$ cat config.mk
export PLATFORM = sky130hd
export DESIGN_NAME = dsu_cell
export DESIGN_NICKNAME = d
export VERILOG_FILES = /design/src/sv/dsu_pkg.sv /design/src/sv/dsu_cell.sv
export SDC_FILE = /design/constraint.sdc
export NUM_CORES = 1
export LEC_CHECK = 0
export BUFFER_PORTS_ARGS = -buffer_cell sky130_fd_sc_hd__buf_4
export CORE_ASPECT_RATIO = 1.2
export CORE_MARGIN = 10
export CORE_UTILIZATION = 50
export DETAILED_ROUTE_END_ITERATION = 6
export PLACE_DENSITY = 0.75
export SLEW_MARGIN = 20
export SYNTH_ARGS = -nofsm -noshare
export SYNTH_HDL_FRONTEND = slang
export SYNTH_SLANG_ARGS = --single-unit
$ cat constraint.sdc
create_clock -name i_clk -period 3.25 [get_ports i_clk]
set_input_delay 0.325 -clock i_clk [delete_from_list [all_inputs] [get_ports i_clk]]
set_output_delay 0.325 -clock i_clk [all_outputs]
set_load 0.005 [all_outputs]
$ cat src/sv/dsu_pkg.sv
package dsu_pkg;

    localparam int unsigned DataW = 32;
    localparam int unsigned DenW  = 16;
    localparam int unsigned RemW  = 17;
    localparam int unsigned NumCells = DataW;

    localparam logic [1:0] OP_UDIV = 2'd0;
    localparam logic [1:0] OP_SDIV = 2'd1;
    localparam logic [1:0] OP_SQRT = 2'd2;

    // what the output stage puts out for a word
    localparam logic [1:0] KIND_CALC    = 2'd0;
    localparam logic [1:0] KIND_ONES    = 2'd1;
    localparam logic [1:0] KIND_POS_MAX = 2'd2;
    localparam logic [1:0] KIND_ZERO    = 2'd3;

    localparam logic [DataW-1:0] ALL_ONES = {DataW{1'b1}};
    localparam logic [DataW-1:0] POS_MAX  = {1'b0, {(DataW-1){1'b1}}};
    localparam logic [DataW-1:0] NEG_MIN  = {1'b1, {(DataW-1){1'b0}}};

    typedef struct packed {
        logic              vld;
        logic              is_root;
        logic              neg;
        logic [1:0]        kind;
        logic [DataW-1:0]  num;
        logic [DenW-1:0]   den;
        logic [RemW-1:0]   rem;
        logic [DataW-1:0]  acc;
    } t_cell;

endpackage

$ cat src/sv/dsu_cell.sv
module dsu_cell (
    input  logic            i_clk,
    input  logic            i_rst_n,
    input  logic            i_en,
    input  logic            i_root_step,
    input  dsu_pkg::t_cell  i_d,
    output dsu_pkg::t_cell  o_q
);

    dsu_pkg::t_cell r_q;
    dsu_pkg::t_cell n_q;

    logic [dsu_pkg::RemW-1:0]   div_sh;
    logic [dsu_pkg::RemW-1:0]   div_diff;
    logic                       div_ge;
    logic [dsu_pkg::RemW+1:0]   rt_sh;
    logic [dsu_pkg::RemW+1:0]   rt_trial;
    logic [dsu_pkg::RemW+1:0]   rt_diff;
    logic                       rt_ge;

    always_comb begin
        div_sh   = {i_d.rem[dsu_pkg::RemW-2:0], i_d.num[dsu_pkg::DataW-1]};
        div_ge   = div_sh >= {1'b0, i_d.den};
        div_diff = div_sh - {1'b0, i_d.den};

        // root digit: bring down two bits, try (2*root)*2 + 1
        rt_sh    = {i_d.rem, i_d.num[dsu_pkg::DataW-1 -: 2]};
        rt_trial = {1'b0, i_d.acc[dsu_pkg::DenW-1:0], 2'b01};
        rt_ge    = rt_sh >= rt_trial;
        rt_diff  = rt_sh - rt_trial;

        n_q = i_d;
        if (!i_d.is_root) begin
            n_q.num = {i_d.num[dsu_pkg::DataW-2:0], 1'b0};
            n_q.rem = div_ge ? div_diff : div_sh;
            n_q.acc = {i_d.acc[dsu_pkg::DataW-2:0], div_ge};
        end else if (i_root_step) begin
            n_q.num = {i_d.num[dsu_pkg::DataW-3:0], 2'b00};
            // remainder stays at most twice the root, so it fits
            n_q.rem = rt_ge ? rt_diff[dsu_pkg::RemW-1:0] : rt_sh[dsu_pkg::RemW-1:0];
            n_q.acc = {i_d.acc[dsu_pkg::DataW-2:0], rt_ge};
        end
    end

    always_ff @(posedge i_clk) begin
        if (!i_rst_n) begin
            r_q.vld <= 1'b0;
        end else if (i_en) begin
            r_q.vld <= n_q.vld;
        end
        if (i_en) begin
            r_q.is_root <= n_q.is_root;
            r_q.neg     <= n_q.neg;
            r_q.kind    <= n_q.kind;
            r_q.num     <= n_q.num;
            r_q.den     <= n_q.den;
            r_q.rem     <= n_q.rem;
            r_q.acc     <= n_q.acc;
        end
    end

    assign o_q = r_q;

endmodule

==> impl_results.md, run 1 <==
* Worst VDD drop at 0.000308 V
* Clock transition at the registers of the reported paths at 70 ps
* Tmin final at 2600 ps
* Worst Hold Class: in2reg
* Metal-1 WL at 7680 µm
* Syn_area_per_cell at 9.99 µm²
* Worst-Skew Late Latency at 360 ps
* Clock tree sinks at 102
* First-pass GRT wire length at 30800 µm
* RSZ-0062 raised after global routing: false
* Sequential area share after synthesis at 0.448
* Core footprint at 13300 µm²
* R2r setup slk at 2660 ps
* Main flop type after synthesis: edfxtp_1
* Ports at 208
* Synth async-reset ratio at 0
* Drt first-iter violations at 480
* Clk buf depth at 2
* Met3 wire length at 1610 µm
* Reg2reg end: o_q[101]
* Final period util at 0.801
* Worst-Margin Slew at 703 ps
* Final Max Tran Viols at 0
* Wire per inst at 18.9 µm
* Max-Cap Viols at 0
* Sequential power share at 0.430
* Syn-to-layout area delta at 28.5%
* CTS root buf: clkbuf_16
* Required @ worst endpoint at 3360 ps
* # rows at 46
* Chip height at 148 µm
* Ys Warns at 0
* GRT Overall Usage at 0.202
* Net count after synthesis at 823
* Hold path endpoint: o_q[97]
* PnR Total Power at 3820 µW
* Post-CTS Hold Buffers at 0
* Vias in the first global route at 5949
* Synth area leader: edfxtp_1
* Final Skew at 0 ps
* Layout cell share with drive strength beyond 1 at 0.295
* Antenna cells at 0
* Synthesized area at 6810 µm²
* Initial antenna violation count at 0
* Nets at 1016
* H-tree Lvls at 3
* Hold Violations, Final at 0
* DP Area at 8460 µm²
* Static leakage at 0.00395 µW
* Cts bufs inserted at 9
* Top cell type's share of synthesized area at 0.445
* Drt first pass iters at 5
* Status: finished clean
* Gate power share at 0.279
* Gp weighted congestion at 0.922
* PwrDens at 436 nW/µm²
* Drt drc at 0
* Hold depth at 1
* Met2 routed WL at 10100 µm
* Kind of critical path: in2reg
* # port buffers at 207
* Vias at 5941
* Design area at 8760 µm²
* Max FFs per register at 102
* Final setup TNS at 0 ps
* GR Overflow Total at 0
* ANT nets after route at 0
* Synth Instances at 682
* P_sw at 1090 µW
* Critical path arrival at 2710 ps
* Wirelength, routed at 19800 µm
* CP startpoint kind: primary input
* Postcts setup bufs at 0
* Hold Crit Start: i_d[97]
* Hold_ws at 144 ps
* Synth area leaders: edfxtp_1 (45%), mux2i_1 (7.5%), ha_1 (6.2%), nand2_1 (4.1%), a21oi_1 (3.7%)
* Setup crit end kind: register
* Highest routed metal layer: met4
* Netlist cell types at 77
* #FFs+latches synth at 102
* Die ar. at 18700 µm²
* CTS tree: built
* Resized cells post-CTS at 0
* Dpl hpwl at 15700 µm
* Mean number of vias per cell at 5.67
* Sw frac at 0.286
* Die W at 127 µm
* R2r startpoint: o_q[101]
* CP Max Fanout at 14
* Final setup viols at 0
* Largest net degree at the start of global routing at 64
* Highest clock rate at 384 MHz
* R2R cell count at 2
* Relative slew margins at 0.531
* Clock power share at 0.290
* Post-synth EDFFs at 101
* Pint at 2730 µW
* Starting Density at 0.513
synth_stat cells (3+ instances only):
cell       number
a211oi_1        6
buf_6           7
nor2_1         61
o32ai_1         4
xnor2_1        12
buf_1           8
inv_1          44
a2bb2oi_1       3
o22ai_1         4
nor2b_1         5
nor3_1          5
nand2_1        75
o21ai_0        47
o2111ai_1       3
nor3b_1         3
o221a_2         4
and3_1          5
o21a_1          8
nand2b_1        6
a21o_1         11
a21oi_1        50
nand3b_1        3
o211a_1         3
clkbuf_1       17
xor2_1          9
o211ai_1        6
mux2i_1        51
or2_2           3
a311oi_1        3
a31oi_1         4
buf_2           3
edfxtp_1      101
nand3_1        14
ha_1           34
nand4_1         4
or3_1           9
metrics by stage:
stage / instances / setup slack (ps) / util
after floorplan: 682 / 713 / -
final: 1048 / 646 / 0.659
after global placement: 1032 / 348 / 0.636
after detailed placement: 1032 / 294 / 0.636
after global routing: 1048 / 561 / 0.659
after CTS: 1048 / 660 / 0.659
metal layers:
metal	vias up	track usage
met3	26	0.0530
met4	0	0.0758
met5	-	0
met1	2787	0.227
li1	2904	-
met2	224	0.355
power groups by stage:
stage / clock network, µW / logic, µW / registers, µW
global placement: 0 / 1040 / 1670
global route: 1180 / 1170 / 1660
CTS: 1130 / 1070 / 1650
floorplan: 0 / 562 / 1680
finish: 1110 / 1070 / 1640
detailed placement: 0 / 1060 / 1670
cell usage in the layout (no fill, tap or decap), drive strengths merged, types with 4 or more instances in the layout:
cell,n
nand3,14
or2,4
o22ai,4
xor2,9
nor2,62
a21o,11
clkbuf,10
o21ai,48
xnor2,12
nor2b,5
nand2b,6
a31oi,4
a211oi,7
o32ai,4
and3,5
nor3,5
or3,9
a21oi,51
o221a,5
o211ai,6
edfxtp,101
inv,46
buf,218
nand2,75
nand4,4
mux2i,51
ha,34
o21a,8
logic make-up after synthesis:
group / count (synthesis) / share of synthesized area
simple gates: 204 / 0.139
xor+xnor: 21 / 0.0270
mux: 53 / 0.0788
buf+inv: 80 / 0.0538
fa+ha+maj: 35 / 0.0654
flops: 102 / 0.448
compound gates: 187 / 0.188
how the worst max path moves through the flow:
stage	start	endpoint
finish	i_d[14]	o_q[39]
global route	i_d[14]	o_q[39]
CTS	i_d[14]	o_q[39]
detailed placement	i_d[14]	o_q[39]
global placement	i_d[32]	o_q[39]
floorplan	i_d[14]	o_q[39]
area by class of cell:
type	count	area, µm²
tap	168	210
timing repair buffer	218	1640
multi-input combinational	500	3400
clock buffer	10	229
sequential	102	3050
inverter	44	165
clock inverter	6	67.6
fill	1053	4540
worst max-delay path: stages:
cell,delay [ps]
buf_4,80
inv_1,40
ha_1,350
a21o_1,200
a211o_1,330
a311oi_1,290
a21boi_2,350
nor2_2,200
mux2_1,350
o221a_1,200
No activity file was read; power rests on OpenSTA's default activity.
==> run 2: changes to the inputs <==
- clock period: 3.25 -> 2.6 ns (I/O delays scaled with it)
==> run 2 against run 1 <==
Clock skew stayed put. Power is 29% higher. Worst hold slack worse by 58 ps. Final area is 4.0% higher. Flip-flop and latch count stayed put. Setup slack worse by 380 ps. Final cell count is 4.0% higher. Clock power is 30% higher. Sequential share of layout area is 1.3 points lower. Non-clock buffer count is 42 higher. Wire length is 5.0% higher. Die area stayed put. Critical path type unchanged.
==> impl_results.md, run 2 (synthesis results as in run 1) <==
* Status: finished clean
* Max FFs per register at 102 (unchanged)
* Layout cell share with drive strength beyond 1 at 0.329 (+0.0332)
* RSZ-0062 raised after global routing: false
* Reg2reg end: o_q[101]
* Tmin final at 2330 ps
* GRT Overall Usage at 0.212 (+0.0104)
* Post-CTS Hold Buffers at 0 (unchanged)
* Clk buf depth at 2 (unchanged)
* Wirelength, routed at 20800 µm (+5.0%)
* Commonest non-fill, non-tap cell in the layout: buf_4
* P_sw at 1400 µW (+28%)
* Postcts setup bufs at 0 (unchanged)
* Hold depth at 1 (unchanged)
* CTS tree: built
* PnR worst setup slack at 270 ps (-375 ps)
* ANT nets after route at 0 (unchanged)
* Starting Density at 0.513 (unchanged)
* Hold Violations, Final at 0 (unchanged)
* Clock tree sinks at 102 (unchanged)
* Worst VDD drop at 0.000293 V (-5.1%)
* Initial antenna violation count at 0 (unchanged)
* Final Max Tran Viols at 0 (unchanged)
* Hold path endpoint: o_q[97]
* Highest clock rate at 429 MHz
* Wire per inst at 19.1 µm (+0.98%)
* Gate power share at 0.289 (+0.010)
* Worst path cell trace: buf_4, ha_1, and3_1, a211oi_1, o2bb2ai_2, a31o_4, o311a_1, mux2_4, a211oi_2
* Sequential power share at 0.418 (-0.012)
* Sw frac at 0.284 (-0.00230)
* Antenna cells at 0 (unchanged)
* Drt drc at 0 (unchanged)
* Final period util at 0.896
* Vias at 6126 (+3.1%)
* Final Skew at 0 ps (unchanged)
* Worst Hold Class: in2reg
* # port buffers at 207 (unchanged)
* Final setup viols at 0 (unchanged)
* Die W at 127 µm (unchanged)
* Pint at 3530 µW (+29%)
* Mean number of vias per cell at 5.62 (-0.86%)
* Relative slew margins at 0.507 (-0.0245)
* Most frequent cells in the layout: buf_4 (259), edfxtp_1 (101), nand2_1 (75)
* R2r startpoint: o_q[101]
* R2r setup slk at 2000 ps (-660 ps)
* Resized cells post-CTS at 0 (unchanged)
* PnR Total Power at 4920 µW (+29%)
* H-tree Lvls at 3 (unchanged)
* Required @ worst endpoint at 2780 ps (-580 ps)
* First-pass GRT wire length at 32400 µm (+5.5%)
* R2R cell count at 2 (unchanged)
* Hold_ws at 85.9 ps (-57.9 ps)
* Largest stage delay, worst path at 400 ps (+50 ps)
* Max-Cap Viols at 0 (unchanged)
* Largest net degree at the start of global routing at 64 (unchanged)
* Drt first pass iters at 6 (+1)
* CTS root buf: clkbuf_16
* Vias in the first global route at 6154 (+3.4%)
* Core footprint at 13300 µm² (unchanged)
* # rows at 46 (unchanged)
* Clock power share at 0.293 (+0.003)
* Worst-Skew Late Latency at 350 ps (about the same)
* Slowest CP cell: a211oi_1
* Worst-Margin Slew at 740 ps (+36.8 ps)
* CP Max Fanout at 5 (-9)
* Pre-CTS WS at -47.4 ps (-341 ps)
* Static leakage at 0.00417 µW (+5.5%)
* Dpl hpwl at 16700 µm (+6.5%)
* Setup crit end kind: register
* Drt first-iter violations at 625 (+30%)
* Kind of critical path: in2reg
* Die ar. at 18700 µm² (unchanged)
* PwrDens at 541 nW/µm² (+24%)
* Ports at 208 (unchanged)
* Hold Crit Start: i_d[97]
* Cts bufs inserted at 9 (unchanged)
* Gp weighted congestion at 0.896 (-2.9%)
* Syn-to-layout area delta at 33.6%
* GR Overflow Total at 0 (unchanged)
* Clock transition at the registers of the reported paths at 70 ps (about the same)
* Critical path arrival at 2510 ps (-200 ps)
* CP startpoint kind: primary input
* Chip height at 148 µm (unchanged)
* Nets at 1058 (+4.1%)
[run 2: worst max path at each step]
stage	from	end	slack, ps
after floorplan	i_d[14]	o_q[39]	130
after global placement	i_d[32]	o_q[44]	-20
after detailed placement	i_d[38]	o_q[35]	-50
after CTS	i_d[38]	o_q[35]	300
after global routing	i_d[14]	o_q[40]	160
final	i_d[38]	o_q[35]	270
[run 2: power by group through the flow]
stage | Sequential (µW) | Clock (µW) | Combinational, µW
finish | 2060 | 1440 | 1420
global route | 2070 | 1530 | 1550
CTS | 2060 | 1460 | 1420
detailed placement | 2090 | 0 | 1420
global placement | 2090 | 0 | 1380
floorplan | 2100 | 0 | 702
[run 2: per-layer routing]
layer,share of wire,global-route usage
met3,0.074,0.0487
met1,0.39,0.242
met2,0.52,0.380
met5,0,0
met4,0.021,0.0673
[run 2: layout make-up]
| cell class | count | area, µm² |
|---|---|---|
| multi-input combinational | 500 | 3400 |
| tap | 168 | 210 |
| sequential | 102 | 3050 |
| clock inverter | 5 | 62.6 |
| inverter | 44 | 165 |
| timing repair buffer | 260 | 1960 |
| clock buffer | 11 | 253 |
| fill | 1047 | 4190 |
[run 2: critical path: cells and delay by family]
family / cells / cell delay [ps]
AO/OA/AOI/OAI: 5 / 1280
multiplexers: 1 / 340
adder cells (fa/ha/maj): 1 / 330
AND/OR/NAND/NOR: 1 / 200
buffers and inverters: 1 / 110
[run 2: per-stage QoR]
stage / utilization / std cells / setup TNS [ps] / area, µm²
finish: 0.685 / 1090 / 0 / 9100
global route: 0.685 / 1090 / 0 / 9100
CTS: 0.685 / 1090 / 0 / 9100
detailed placement: 0.661 / 1074 / -154 / 8790
global placement: 0.661 / 1074 / -23.4 / 8790
floorplan: - / 682 / 0 / 6810
